[src/rtl/set_assoc_lru_cache_tags_top_macros.svh]
// Assertion macros for the set-associative LRU cache tag block.
`ifndef SET_ASSOC_LRU_CACHE_TAGS_TOP_MACROS_SVH
`define SET_ASSOC_LRU_CACHE_TAGS_TOP_MACROS_SVH

// Same-cycle implication, sampled on clock, off during reset.
`define SALC_ASSERT_NOW(lbl, ante, cons) \
   lbl: assert property (@(posedge clock) disable iff (reset) (ante) |-> (cons)) \
      else $error("salc assertion failed");

// Next-cycle implication, sampled on clock, off during reset.
`define SALC_ASSERT_NEXT(lbl, ante, cons) \
   lbl: assert property (@(posedge clock) disable iff (reset) (ante) |=> (cons)) \
      else $error("salc assertion failed");

`endif

[src/rtl/salc_pkg.sv]
// Shared types and constants for the set-associative LRU cache tag block.
package salc_pkg;

   localparam int MAX_WAYS   = 8;
   localparam int MAX_SETS   = 1024;
   localparam int ADDR_W     = 32;
   localparam int TAG_W      = 32;
   localparam int WAY_W      = $clog2(MAX_WAYS);
   localparam int WAYS_CNT_W = $clog2(MAX_WAYS + 1);
   localparam int SET_W      = $clog2(MAX_SETS);
   localparam int RANK_W     = 3;
   localparam int COUNT_W    = 32;

   localparam int WAYS_CFG_W   = 4;
   localparam int OFFSET_CFG_W = 5;
   localparam int INDEX_CFG_W  = 4;
   localparam int SHIFT_W      = 6;

   localparam logic [RANK_W-1:0]       RANK_MAX      = 3'd7;
   localparam logic [WAYS_CFG_W-1:0]   WAYS_RESET    = 4'd1;
   localparam logic [OFFSET_CFG_W-1:0] OFFSET_RESET  = 5'd4;
   localparam logic [INDEX_CFG_W-1:0]  INDEX_RESET   = 4'd6;

   localparam int QUEUE_DEPTH = 2;
   localparam int QPTR_W      = $clog2(QUEUE_DEPTH);
   localparam int QCNT_W      = $clog2(QUEUE_DEPTH + 1);

   localparam int CSR_ADDR_W = 4;
   localparam int CSR_DATA_W = 32;
   localparam int CSR_IDX_W  = CSR_ADDR_W - 2;
   localparam logic [CSR_IDX_W-1:0] CSR_WAYS   = 2'd0;
   localparam logic [CSR_IDX_W-1:0] CSR_OFFSET = 2'd1;
   localparam logic [CSR_IDX_W-1:0] CSR_INDEX  = 2'd2;

   typedef struct packed {
      logic [WAYS_CNT_W-1:0] ways;
   } cfg_type;

   typedef struct packed {
      logic [SET_W-1:0] set_idx;
      logic [TAG_W-1:0] tag;
   } entry_type;

   typedef struct packed {
      logic [MAX_WAYS-1:0][RANK_W-1:0] rank;
      logic [MAX_WAYS-1:0]             valid;
   } meta_type;

   typedef logic [MAX_WAYS-1:0][TAG_W-1:0] tag_row_type;

   typedef struct packed {
      logic clearing;
   } back_stat_type;

   typedef enum logic [1:0] {
      ST_CLEAR,
      ST_IDLE,
      ST_RESOLVE
   } back_state_type;

endpackage

[src/rtl/salc_queue.sv]
// Short FIFO of classified lookups between the front and back ends.
module salc_queue (
   input  logic                 clock,
   input  logic                 reset,
   input  logic                 push,
   input  salc_pkg::entry_type  push_data,
   output logic                 full,
   input  logic                 pop,
   output logic                 not_empty,
   output salc_pkg::entry_type  head
);

   salc_pkg::entry_type                slot_ff [salc_pkg::QUEUE_DEPTH];
   logic [salc_pkg::QPTR_W-1:0]        wr_ptr_ff, wr_ptr_in;
   logic [salc_pkg::QPTR_W-1:0]        rd_ptr_ff, rd_ptr_in;
   logic [salc_pkg::QCNT_W-1:0]        count_ff, count_in;

   assign full      = (count_ff == salc_pkg::QCNT_W'(salc_pkg::QUEUE_DEPTH));
   assign not_empty = (count_ff != '0);
   assign head      = slot_ff[rd_ptr_ff];

   always_comb begin
      wr_ptr_in = wr_ptr_ff;
      rd_ptr_in = rd_ptr_ff;
      count_in  = count_ff;
      if (push) begin
         wr_ptr_in = (wr_ptr_ff == salc_pkg::QPTR_W'(salc_pkg::QUEUE_DEPTH - 1)) ?
                     '0 : wr_ptr_ff + 1'b1;
      end
      if (pop) begin
         rd_ptr_in = (rd_ptr_ff == salc_pkg::QPTR_W'(salc_pkg::QUEUE_DEPTH - 1)) ?
                     '0 : rd_ptr_ff + 1'b1;
      end
      if (push && !pop) begin
         count_in = count_ff + 1'b1;
      end else if (pop && !push) begin
         count_in = count_ff - 1'b1;
      end
   end

   always_ff @(posedge clock) begin
      if (reset) begin
         wr_ptr_ff <= '0;
         rd_ptr_ff <= '0;
         count_ff  <= '0;
      end else begin
         wr_ptr_ff <= wr_ptr_in;
         rd_ptr_ff <= rd_ptr_in;
         count_ff  <= count_in;
      end
   end

   always_ff @(posedge clock) begin
      if (push) begin
         slot_ff[wr_ptr_ff] <= push_data;
      end
   end

endmodule

[config.mk]
export PLATFORM = sky130hd
export DESIGN_NAME = salc_queue
export DESIGN_NICKNAME = d
export VERILOG_FILES = /design/src/rtl/set_assoc_lru_cache_tags_top_macros.svh /design/src/rtl/salc_pkg.sv /design/src/rtl/salc_queue.sv
export SDC_FILE = /design/constraint.sdc
export NUM_CORES = 1
export LEC_CHECK = 0
export ABC_AREA = 0
export BUFFER_PORTS_ARGS = -buffer_cell sky130_fd_sc_hd__buf_2
export CAP_MARGIN = 20
export CORE_UTILIZATION = 46
export DETAILED_ROUTE_END_ITERATION = 10
export PLACE_DENSITY = 0.83
export SLEW_MARGIN = 20
export SYNTH_ARGS = -nofsm -noshare
export SYNTH_HDL_FRONTEND = slang
export SYNTH_SLANG_ARGS = --single-unit
[constraint.sdc]
create_clock -name clock -period 2.5 [get_ports clock]
set_input_delay 0.25 -clock clock [delete_from_list [all_inputs] [get_ports clock]]
set_output_delay 0.25 -clock clock [all_outputs]
set_load 0.01 [all_outputs]
* After elaboration in Yosys (flattened, before gate mapping)
Memory sizes are Yosys's and may differ from the RTL's. A register that Yosys moved wholly into a read port is not among the register bits. Cells that the tools add are included.
Storage, ports and cells: ROM bits 0, memories 1, bits in latches 0, flip-flop bits (word level) 4, input bits 46, bits in writable memories 84
Operators by class: bitwise gates (word level) 0, equality and inequality tests 1, multiplexer cells 8, reductions and logical operators 6, div/mod/pow operators 0, $add $sub $neg 4, multipliers 0, shift-type cells 0, order comparisons 0
Memories:
- slot_ff | words 2, width 42, read ports 1, clocked after memory_dff 1, write ports 1, RTL line salc_queue.sv:13 | salc_pkg::entry_type slot_ff [salc_pkg::QUEUE_DEPTH];
Operator list (number):
- $mux W1 | 6
- $mux W2 | 2
- $reduce_bool A2 Y1 | 2
- $add A1 B1 Y1 const B | 2
- $add A2 B1 Y2 const B | 1
- $eq A2 B2 Y1 const B | 1
- $logic_and A1 B1 Y1 | 2
- $logic_not A1 Y1 | 2
- $sub A2 B1 Y2 const B | 1

* Longest topological paths before layout
word-level depth 4, depth in mapped cells 5, mapped depth without buffers 5

* Worst setup path after synthesis
OpenSTA, ideal clock, no wires.
path kind register -> register, start point reg wr_ptr_ff, end point mem slot_ff[0][0] (netlist name) (enable), data arrival time 2.207 ns, data required time 2.054 ns, stages on the path, launching flop included 2, path slack -0.153 ns, period minus slack after synthesis 2.653 ns, cells stage by stage dfxtp_1 nor2b_1
RTL lines:
- start: declaration | RTL line salc_queue.sv:14 | logic [salc_pkg::QPTR_W-1:0] wr_ptr_ff, wr_ptr_in;
- start signal: assignment | RTL line salc_queue.sv:47 | wr_ptr_ff <= wr_ptr_in;
- end: declaration | RTL line salc_queue.sv:13
Straight into the memory's write port.

==> results.sh <==
export IMPL_r2r_slack_ns=0.91
export IMPL_avgRoutedWirePerCell_um=14.54
export IMPL_cpPeakStageDelay_ns=0.66
export IMPL_grtUsageMet2=0.2525
export IMPL_power_density_mw_per_mm2=805.9
export IMPL_finalPower_uw=3276
export IMPL_first_iter_violations=74
export IMPL_final_cells=353
export IMPL_grt_pass1_vias=1705
export IMPL_rsz0062_at_grt="false"
export IMPL_worst_path_max_fanout=22
export IMPL_antenna_left=0
export IMPL_dp_cells=337
export IMPL_fin_crit_sh=0.8087
export IMPL_cts_resized=0
export IMPL_grt_max_degree=43
export IMPL_io_pins=90
export IMPL_grt_met1_usage=0.1650
export IMPL_min_path_type="input pin to flip-flop"
export IMPL_drive_gt1_frac=0.6070
export IMPL_ir_worst_vdd_mv=0.4696
export IMPL_netlist_instances=153
export IMPL_synth_avg_cell_area_um2=21.18
export IMPL_ys_types=17
export IMPL_track_usage=0.1479
export IMPL_outcome="finished, final reports clean"
export IMPL_ys_ff_latch=89
export IMPL_worstSetupPathType="flip-flop to primary output"
export IMPL_hold_buffers=0
export IMPL_cts_buffer_depth=2
export IMPL_synth_net_count=200
export IMPL_setup_tns_ns=0
export IMPL_num_antenna_cells=0
export IMPL_power_leakage_uw=0.001548
export IMPL_final_common_cell="buf_2"
export IMPL_die_y_um=85.94
export IMPL_netlist_area_mm2=0.003241
export IMPL_synth_warnings=0
export IMPL_io_buffers=89
export IMPL_fin_crit_ns=2.022
export IMPL_hold_slack_ns=0.08612
export IMPL_place_congestion=0.6325
export IMPL_worstSetupEndpointType="primary output"
export IMPL_cp_arrival_ns=1.77
export IMPL_die_x_um=85.94
export IMPL_floorplan_initialDensity=0.4770
export IMPL_fp_dieArea_mm2=0.007385
export IMPL_antenna_found_initial=0
export IMPL_grt_pass1_wl_um=7845
export IMPL_root_buffer="clkbuf_8"
export IMPL_ys_seq_area_frac=0.8093
export IMPL_start_kind="flip-flop"
export IMPL_drv_slew=0
export IMPL_gr_total_overflow=0
export IMPL_cts_sinks=89
export IMPL_tightest_slew_ns=0.5802
export IMPL_routed_wl_um=5132
export IMPL_firstDrtPassIters=4
export IMPL_syn_to_final_growth_pct=25.44
export IMPL_cts_max_level=3
export IMPL_hold_viol=0
export IMPL_timing_critical_path_slowest_stage_cell="dfxtp_2"
export IMPL_grtUsageMet3=0.04812
export IMPL_worstSkewPairLatency_ns=0.34
export IMPL_fmaxAchievable_mhz=494.6
export IMPL_skew_ns=0.009119
export IMPL_drv_cap=0
export IMPL_rows=30
export IMPL_final_nets=299
export IMPL_cts_tree="built"
export IMPL_vias=1685
export IMPL_critPathRequiredTime_ns=2.25
export IMPL_cts_setup_buffers=0
export IMPL_cp_cell_sequence="buf_12 -> mux2_2 -> buf_2"
export IMPL_viasPerCell=4.773
export IMPL_design_core_area_mm2=0.006794
export IMPL_fin_util=0.5983
export IMPL_relSlewSlack=0.6132
export IMPL_final_cell_mix="89 x buf_2, 84 x edfxtp_1, 42 x mux2_2"
export IMPL_grt_busiest_layer="met2"
export IMPL_clk_pin_slew_worst_paths_ns=0.09
export IMPL_setup_violations=0
export IMPL_drc=0
export IMPL_cts_buffers=9
export IMPL_post_dp_hpwl_um=3312
[logic make-up (layout without fill, tap and decap cells)]
kind of cell | Yosys count | count (layout) | synth area share
compound gates | 2 | 2 | 0.003086
xor+xnor | 4 | 4 | 0.01081
fa+ha+maj | 1 | 1 | 0.003860
buf+inv | 6 | 110 | 0.01197
flops | 89 | 89 | 0.8093
mux | 42 | 42 | 0.1459
simple gates | 9 | 9 | 0.01506
[routing by layer]
metal | wire length [um] | vias up
met3 | 236 | 8
met4 | 88 | 0
li1 | - | 792
met1 | 2102 | 832
met2 | 2704 | 53
met5 | 0 | -
[stage by stage]
stage | instance area [um^2] | setup WS (ns)
3_3_place_gp | 3824 | 0.8046
5_1_grt | 4065 | 0.3517
4_1_cts | 4065 | 0.4059
3_5_place_dp | 3824 | 0.8070
2_1_floorplan | 3243 | 0.6500
6_report | 4065 | 0.4781
[registers in the layout (all words and copies together), names as in the netlist, named ones only]
register and flops:
rd_ptr_ff 1, count_ff 2, slot_ff 84, wr_ptr_ff 1
[cells in the mapped netlist]
cell type	instances	area [um^2]
nor2b_1	1	6.260
inv_1	1	3.750
and2b_2	1	8.760
mux2_2	42	473.0
ha_1	1	12.51
xnor2_1	2	17.52
o21ai_0	1	5.000
and2_1	1	6.260
or2_2	1	6.260
xor2_1	2	17.52
edfxtp_1	84	2522
or3_1	1	6.260
buf_4	4	30.03
dfxtp_1	5	100.1
nor2_1	4	15.01
a21oi_1	1	5.000
buf_2	1	5.000
[critical path: cells and delay by family (launching register included)]
kind / cells / cell delay (ns)
mux: 1 / 0.36
flops: 1 / 0.66
buf+inv: 2 / 0.39
[power breakdown]
part / switching [uW] / total [uW] / internal, uW
logic: 173 / 350 / 178
clock network: 487 / 1150 / 665
registers: 38.9 / 1770 / 1730
total: 699 / 3280 / 2580
[worst paths after layout]
check / from / cells after the start / endpoint
setup reg to reg: wr_ptr_ff / 2 / slot_ff[1][18]
hold reg to reg: count_ff[1] / 2 / count_ff[1]
hold / removal: push_data[9] / 1 / slot_ff[0][9]
setup / recovery: flip-flop / 3 / head[22]
[final cells by class]
| class | instances | area, um^2 |
|---|---|---|
| Tap cell | 96 | 120.1 |
| Sequential cell | 89 | 2624 |
| Inverter | 1 | 3.754 |
| Timing Repair Buffer | 93 | 488.0 |
| Clock buffer | 9 | 123.9 |
| Fill cell | 516 | 2729 |
| Multi-Input combinational cell | 58 | 588.1 |
| Clock inverter | 7 | 117.6 |
Power figures use the tool's default switching activity.
