$ cat src/rtl/set_assoc_lru_cache_tags_top_macros.svh
// Assertion macros for the set-associative LRU cache tag block.
`ifndef SET_ASSOC_LRU_CACHE_TAGS_TOP_MACROS_SVH
`define SET_ASSOC_LRU_CACHE_TAGS_TOP_MACROS_SVH

// Same-cycle implication, sampled on clock, off during reset.
`define SALC_ASSERT_NOW(lbl, ante, cons) \
   lbl: assert property (@(posedge clock) disable iff (reset) (ante) |-> (cons)) \
      else $error("salc assertion failed");

// Next-cycle implication, sampled on clock, off during reset.
`define SALC_ASSERT_NEXT(lbl, ante, cons) \
   lbl: assert property (@(posedge clock) disable iff (reset) (ante) |=> (cons)) \
      else $error("salc assertion failed");

`endif

$ cat src/rtl/salc_pkg.sv
// Shared types and constants for the set-associative LRU cache tag block.
package salc_pkg;

   localparam int MAX_WAYS   = 8;
   localparam int MAX_SETS   = 1024;
   localparam int ADDR_W     = 32;
   localparam int TAG_W      = 32;
   localparam int WAY_W      = $clog2(MAX_WAYS);
   localparam int WAYS_CNT_W = $clog2(MAX_WAYS + 1);
   localparam int SET_W      = $clog2(MAX_SETS);
   localparam int RANK_W     = 3;
   localparam int COUNT_W    = 32;

   localparam int WAYS_CFG_W   = 4;
   localparam int OFFSET_CFG_W = 5;
   localparam int INDEX_CFG_W  = 4;
   localparam int SHIFT_W      = 6;

   localparam logic [RANK_W-1:0]       RANK_MAX      = 3'd7;
   localparam logic [WAYS_CFG_W-1:0]   WAYS_RESET    = 4'd1;
   localparam logic [OFFSET_CFG_W-1:0] OFFSET_RESET  = 5'd4;
   localparam logic [INDEX_CFG_W-1:0]  INDEX_RESET   = 4'd6;

   localparam int QUEUE_DEPTH = 2;
   localparam int QPTR_W      = $clog2(QUEUE_DEPTH);
   localparam int QCNT_W      = $clog2(QUEUE_DEPTH + 1);

   localparam int CSR_ADDR_W = 4;
   localparam int CSR_DATA_W = 32;
   localparam int CSR_IDX_W  = CSR_ADDR_W - 2;
   localparam logic [CSR_IDX_W-1:0] CSR_WAYS   = 2'd0;
   localparam logic [CSR_IDX_W-1:0] CSR_OFFSET = 2'd1;
   localparam logic [CSR_IDX_W-1:0] CSR_INDEX  = 2'd2;

   typedef struct packed {
      logic [WAYS_CNT_W-1:0] ways;
   } cfg_type;

   typedef struct packed {
      logic [SET_W-1:0] set_idx;
      logic [TAG_W-1:0] tag;
   } entry_type;

   typedef struct packed {
      logic [MAX_WAYS-1:0][RANK_W-1:0] rank;
      logic [MAX_WAYS-1:0]             valid;
   } meta_type;

   typedef logic [MAX_WAYS-1:0][TAG_W-1:0] tag_row_type;

   typedef struct packed {
      logic clearing;
   } back_stat_type;

   typedef enum logic [1:0] {
      ST_CLEAR,
      ST_IDLE,
      ST_RESOLVE
   } back_state_type;

endpackage

$ cat src/rtl/salc_front.sv
// Front end: configuration registers, request acceptance and address split.
module salc_front (
   input  logic                                    clock,
   input  logic                                    reset,
   input  logic                                    req_valid,
   output logic                                    req_ready,
   input  logic [salc_pkg::ADDR_W-1:0]             req_address,
   input  logic                                    psel,
   input  logic                                    penable,
   input  logic                                    pwrite,
   input  logic [salc_pkg::CSR_ADDR_W-1:0]         paddr,
   input  logic [salc_pkg::CSR_DATA_W-1:0]         pwdata,
   output logic [salc_pkg::CSR_DATA_W-1:0]         prdata,
   output logic                                    pready,
   input  salc_pkg::back_stat_type                 stat,
   input  logic                                    queue_full,
   output logic                                    push,
   output salc_pkg::entry_type                     push_data,
   output salc_pkg::cfg_type                       cfg
);

   logic [salc_pkg::WAYS_CFG_W-1:0]   ways_ff, ways_in;
   logic [salc_pkg::OFFSET_CFG_W-1:0] offset_ff, offset_in;
   logic [salc_pkg::INDEX_CFG_W-1:0]  index_ff, index_in;
   logic [salc_pkg::CSR_IDX_W-1:0]    reg_idx;
   logic                              csr_write;
   logic [salc_pkg::INDEX_CFG_W-1:0]  ib_eff;
   logic [salc_pkg::ADDR_W-1:0]       set_mask;
   logic [salc_pkg::ADDR_W-1:0]       set_full;
   logic [salc_pkg::SHIFT_W-1:0]      tag_shift;

   assign pready    = 1'b1;
   assign reg_idx   = paddr[salc_pkg::CSR_ADDR_W-1:2];
   assign csr_write = psel && penable && pwrite && pready;

   always_comb begin
      ways_in   = ways_ff;
      offset_in = offset_ff;
      index_in  = index_ff;
      if (csr_write) begin
         case (reg_idx)
            salc_pkg::CSR_WAYS:   ways_in   = pwdata[salc_pkg::WAYS_CFG_W-1:0];
            salc_pkg::CSR_OFFSET: offset_in = pwdata[salc_pkg::OFFSET_CFG_W-1:0];
            salc_pkg::CSR_INDEX:  index_in  = pwdata[salc_pkg::INDEX_CFG_W-1:0];
            default: ;
         endcase
      end
   end

   always_comb begin
      case (reg_idx)
         salc_pkg::CSR_WAYS:   prdata = salc_pkg::CSR_DATA_W'(ways_ff);
         salc_pkg::CSR_OFFSET: prdata = salc_pkg::CSR_DATA_W'(offset_ff);
         salc_pkg::CSR_INDEX:  prdata = salc_pkg::CSR_DATA_W'(index_ff);
         default:              prdata = '0;
      endcase
   end

   always_ff @(posedge clock) begin
      if (reset) begin
         ways_ff   <= salc_pkg::WAYS_RESET;
         offset_ff <= salc_pkg::OFFSET_RESET;
         index_ff  <= salc_pkg::INDEX_RESET;
      end else begin
         ways_ff   <= ways_in;
         offset_ff <= offset_in;
         index_ff  <= index_in;
      end
   end

   // effective associativity and index width
   always_comb begin
      if (ways_ff == '0) begin
         cfg.ways = salc_pkg::WAYS_CNT_W'(1);
      end else if (ways_ff > salc_pkg::WAYS_CFG_W'(salc_pkg::MAX_WAYS)) begin
         cfg.ways = salc_pkg::WAYS_CNT_W'(salc_pkg::MAX_WAYS);
      end else begin
         cfg.ways = salc_pkg::WAYS_CNT_W'(ways_ff);
      end
      if (index_ff > salc_pkg::INDEX_CFG_W'(salc_pkg::SET_W)) begin
         ib_eff = salc_pkg::INDEX_CFG_W'(salc_pkg::SET_W);
      end else begin
         ib_eff = index_ff;
      end
   end

   assign set_mask  = (salc_pkg::ADDR_W'(1) << ib_eff) - salc_pkg::ADDR_W'(1);
   assign set_full  = (req_address >> offset_ff) & set_mask;
   assign tag_shift = salc_pkg::SHIFT_W'(offset_ff) + salc_pkg::SHIFT_W'(ib_eff);

   assign push_data.set_idx = set_full[salc_pkg::SET_W-1:0];
   assign push_data.tag     = salc_pkg::TAG_W'(req_address >> tag_shift);

   assign req_ready = !queue_full && !stat.clearing;
   assign push      = req_valid && req_ready;

endmodule

$ cat config.mk
export PLATFORM = sky130hd
export DESIGN_NAME = salc_front
export DESIGN_NICKNAME = d
export VERILOG_FILES = /design/src/rtl/set_assoc_lru_cache_tags_top_macros.svh /design/src/rtl/salc_pkg.sv /design/src/rtl/salc_front.sv
export SDC_FILE = /design/constraint.sdc
export NUM_CORES = 1
export LEC_CHECK = 0
export BUFFER_PORTS_ARGS = -buffer_cell sky130_fd_sc_hd__clkbuf_2
export CORE_UTILIZATION = 50
export DETAILED_ROUTE_END_ITERATION = 12
export HOLD_SLACK_MARGIN = 0.05
export PLACE_DENSITY = 0.93
export SETUP_SLACK_MARGIN = 0.15
export SYNTH_ARGS = -nofsm -noshare
export SYNTH_HDL_FRONTEND = slang
export SYNTH_SLANG_ARGS = --single-unit
export TNS_END_PERCENT = 10
$ cat constraint.sdc
create_clock -name clock -period 3.6 [get_ports clock]
set_input_delay 0.18 -clock clock [delete_from_list [all_inputs] [get_ports clock]]
set_output_delay 0.18 -clock clock [all_outputs]
set_load 0.005 [all_outputs]
# Word level (Yosys, flattened, before mapping)
# Index checks and enable logic that the tools add are counted.
# word_totals
reg_bits	13
output_inout_bits	81
wordCells	28
# classes
reduce_logical	11
shifts	3
addsub	2
n_lt_le_gt_ge	2
mux	4
eq_ne	2
bitwise	1
# ops
operator	count
32-bit by 5-bit >> shifter with 10-bit output	1
32-bit by 6-bit >> shifter with 32-bit output	1
5-bit case mux with 3 select lines	1
4-bit two-way mux	3
10-bit AND	1
1-bit by 4-bit left shift with 10-bit output (first input constant)	1
10-bit by 2-bit subtractor with 10-bit output (second input constant)	1
4-bit > comparator (second input constant)	2
5-bit by 4-bit adder with 6-bit output	1
2-bit AND reduction	3
1-bit logical AND	4
4-bit logical NOT	1
2-bit by 1-bit equality test with 1-bit output (second input constant)	1
2-bit equality test (second input constant)	1
1-bit logical NOT	2
2-bit logical NOT	1

# Logic depth before layout (Yosys ltp)
# depth
ltp_word	5
mapped_depth	14
mapped_depth_nobuf	10

# Worst setup path after synthesis
# No wires, ideal clock.
# synth_path
path_type	reg-to-output
startpoint	register index_ff[3] (netlist bit)
endpoint	output push_data[5] (netlist bit)
arrival_time_ns	2.925
slack_ns	0.495
path_stages_with_launch	13
cell_sequence	dfxtp_1 > clkbuf_1 > o21ai_0 > and2_1 > ha_1 > inv_1 > fa_1 > buf_6 > buf_6 > mux2_2 > mux4_2 > mux2i_1 > o32ai_1
# synth_lines
element	line_no	rtl
start, declared	salc_front.sv:24	logic [salc_pkg::INDEX_CFG_W-1:0] index_ff, index_in;
start signal, assigned	salc_front.sv:63	index_ff <= salc_pkg::INDEX_RESET;
start signal, assigned	salc_front.sv:67	index_ff <= index_in;
end, declared	salc_front.sv:18	output salc_pkg::entry_type push_data,

==> flow_summary.json <==
{
  "status": "finished, final reports clean",
  "yosys.cell_types.count": 60,
  "synth_seq_area_share": 0.0621,
  "clockBufferDepth": 2,
  "peakVddDrop_mv": 0.193,
  "path_class": "reg -> out",
  "dr.pass1.iters": 5,
  "hpwl_um": 9850,
  "wl_per_cell_um": 19.2,
  "synthCells": 506,
  "synth.top_cell.area_share": 0.188,
  "min_path_type": "in -> reg",
  "worst_r2r_endpoint": "offset_ff[2]",
  "path_max_fanout": 13,
  "synth_top_cell_by_area": "mux4_2",
  "io_pins": 157,
  "cp-startpoint": "index_ff[1]",
  "tightest_slew_ps": 852,
  "place_congestion": 0.939,
  "whs_ps": 185,
  "chipHeight_um": 93.5,
  "die_x_um": 93.5,
  "track_usage": 0.294,
  "clock_latency_ps": 250,
  "regToRegStartpoint": "offset_ff[2]",
  "yosys-top-cells-area": "mux4_2 19%, mux2i_1 16%, mux2_2 8.3%, dfxtp_1 6.2%, nor2_1 5.6%",
  "initial_utilization": 0.512,
  "layout_setup_ws_ps": 125,
  "drv_cap": 0,
  "setup_violations": 0,
  "cts.sinks": 13,
  "fin_cells": 695,
  "grt_pass1_vias": 4135,
  "drtIter0Drc": 598,
  "cts_buffers": 3,
  "wirelength_um": 13400,
  "ys_seq_elements": 13,
  "power_density_nw_per_um2": 166,
  "totalPowerFinal_w": 0.000819,
  "drive_gt1_frac": 0.376,
  "rsz0062_at_grt": "yes",
  "cts_hold_buffers": 0,
  "grt_max_degree": 38,
  "cts_tree": "yes",
  "fin_nets": 673,
  "syn_area_sq_um": 4190,
  "finalMaxSlewViolations": 0,
  "yosysMostFrequentCell": "mux2i_1",
  "synthArstFlopShare": 0,
  "fillers": 683,
  "crit_end": "push_data[5]",
  "postRouteAntennaNets": 0,
  "relSlewSlack": 0.432,
  "synth_edf_count": 0,
  "yosys-top-cells-count": "66 x mux2i_1, 63 x nor2_1, 47 x nand2_1",
  "vias": 4598,
  "drc": 0,
  "clockRootBuffer": "clkbuf_8",
  "max_freq_mhz": 288,
  "core-area_sq_um": 8180,
  "dp_cells": 679,
  "grt_pass1_wl_um": 20400,
  "antenna_found_initial": 0,
  "fin_util": 0.603,
  "synth-main-ff-cell": "dfxtp_1",
  "die_area_sq_um": 8750,
  "htree_levels": 1,
  "p_leak_nw": 2.08,
  "synth.avg_cell_area_sq_um": 8.28,
  "antennaDiodeCount": 0,
  "rows": 33,
  "r2r_cells": 3,
  "ys_warn_count": 0,
  "skew_ps": 0,
  "reg2reg_setup_slack_ps": 2400,
  "timing.final.crit_share": 0.965,
  "finalCriticalPeriod_ps": 3480,
  "worstSetupEndpointType": "output pin",
  "area_growth_pct": 17.7,
  "routed_via_density": 6.62,
  "crit_required_ps": 3420,
  "port_buffers": 99,
  "critPathArrivalTime_ps": 3300,
  "clk_pin_slew_ps": 60,
  "hold_viol_final": 0,
  "post-place-ws_ps": 318,
  "startpoint_type": "flop",
  "overflow": 0
}
## per-layer routing
metal | track usage | wire, um
met5 | 0 | 0
met4 | 0.109 | 419
met3 | 0.0455 | 1330
met2 | 0.486 | 6490
met1 | 0.387 | 5120
## how the worst min path moves through the flow
| stage | start | endpoint | slack [ps] | depth (start not counted) |
|---|---|---|---|---|
| 6_report | pwdata[4] | offset_ff[4] | 190 | 3 |
| 2_1_floorplan | pwdata[0] | ways_ff[0] | 310 | 2 |
| 3_5_place_dp | pwdata[4] | offset_ff[4] | 440 | 3 |
| 4_1_cts | pwdata[4] | offset_ff[4] | 190 | 3 |
| 3_3_place_gp | pwdata[4] | offset_ff[4] | 440 | 3 |
| 5_1_grt | pwdata[4] | offset_ff[4] | 200 | 3 |
## state kept, by name, summed over array words and instances, names as in the netlist
register,flops
offset_ff,5
ways_ff,4
index_ff,4
## placed cells by master, fill, tap and decap left out, types with 3 or more instances in the layout
cell / count
a211oi_1: 6
a21oi_1: 24
a32oi_1: 3
and2_1: 5
and3_1: 4
buf_12: 3
buf_4: 21
clkbuf_2: 98
clkbuf_8: 3
conb_1: 28
dfxtp_1: 10
dfxtp_2: 3
ha_1: 4
inv_1: 10
mux2_2: 23
mux2_4: 8
mux2i_1: 58
mux2i_2: 6
mux4_2: 35
nand2_1: 47
nand3_1: 19
nand4_1: 3
nor2_1: 61
nor2b_1: 6
nor3_1: 5
nor3b_1: 4
o211ai_1: 6
o21ai_0: 19
o32ai_1: 10
xnor2_1: 3
## stage by stage
step	TNS [ps]	area [sq um]
after global placement	0	4580
after global routing	-4.90	4930
final	0	4930
after floorplan	0	4290
after detailed placement	0	4580
after CTS	0	4780
## cell families (layout without fill, tap and decap cells)
| group | count (synthesis) | in the layout | share of synthesized area |
|---|---|---|---|
| compound gates | 97 | 97 | 0.163 |
| other cells | 2 | 28 | 0.00179 |
| fa+ha+maj | 6 | 6 | 0.0197 |
| flops | 13 | 13 | 0.0621 |
| xor+xnor | 5 | 5 | 0.0140 |
| simple gates | 164 | 164 | 0.177 |
| mux | 134 | 134 | 0.442 |
| buf+inv | 85 | 143 | 0.120 |
## layout make-up
cell class / count / area [sq um] / area share
inverter: 13 / 48.8 / 0.00990
clock buffer: 4 / 45.0 / 0.00913
multi-input combinational: 434 / 3650 / 0.740
timing repair buffer: 126 / 793 / 0.161
sequential: 13 / 264 / 0.0535
tap: 105 / 131 / 0.0266
## timing repair
item / 4_1_cts / 5_1_grt
hold endpoints to repair: 0 / 0
buffers inserted: 4 / 5
pin swaps: 4 / 3
resized for setup: 16 / 20
gates cloned: 2 / 1
setup endpoints to repair: 13 / 26
## critical path, cell delays in order, from the launching register on
cell and delay [ps]:
dfxtp_2 320, o21ai_2 140, and2_1 150, ha_2 190, inv_2 40, fa_2 620
buf_12 130, buf_16 130, mux2_2 340, mux4_2 510, mux2i_2 220, o32ai_2 110
clkbuf_2 140
## report_power, final
group	leakage, nW	total [W]	switching, W	internal (W)
combinational	1.95	0.000538	0.000290	0.000249
clock	0.0228	0.000132	0.0000534	0.0000782
sequential	0.106	0.000149	0.00000231	0.000146
total	2.08	0.000819	0.000345	0.000473
Note: power is estimated with default switching activity, not from simulation.
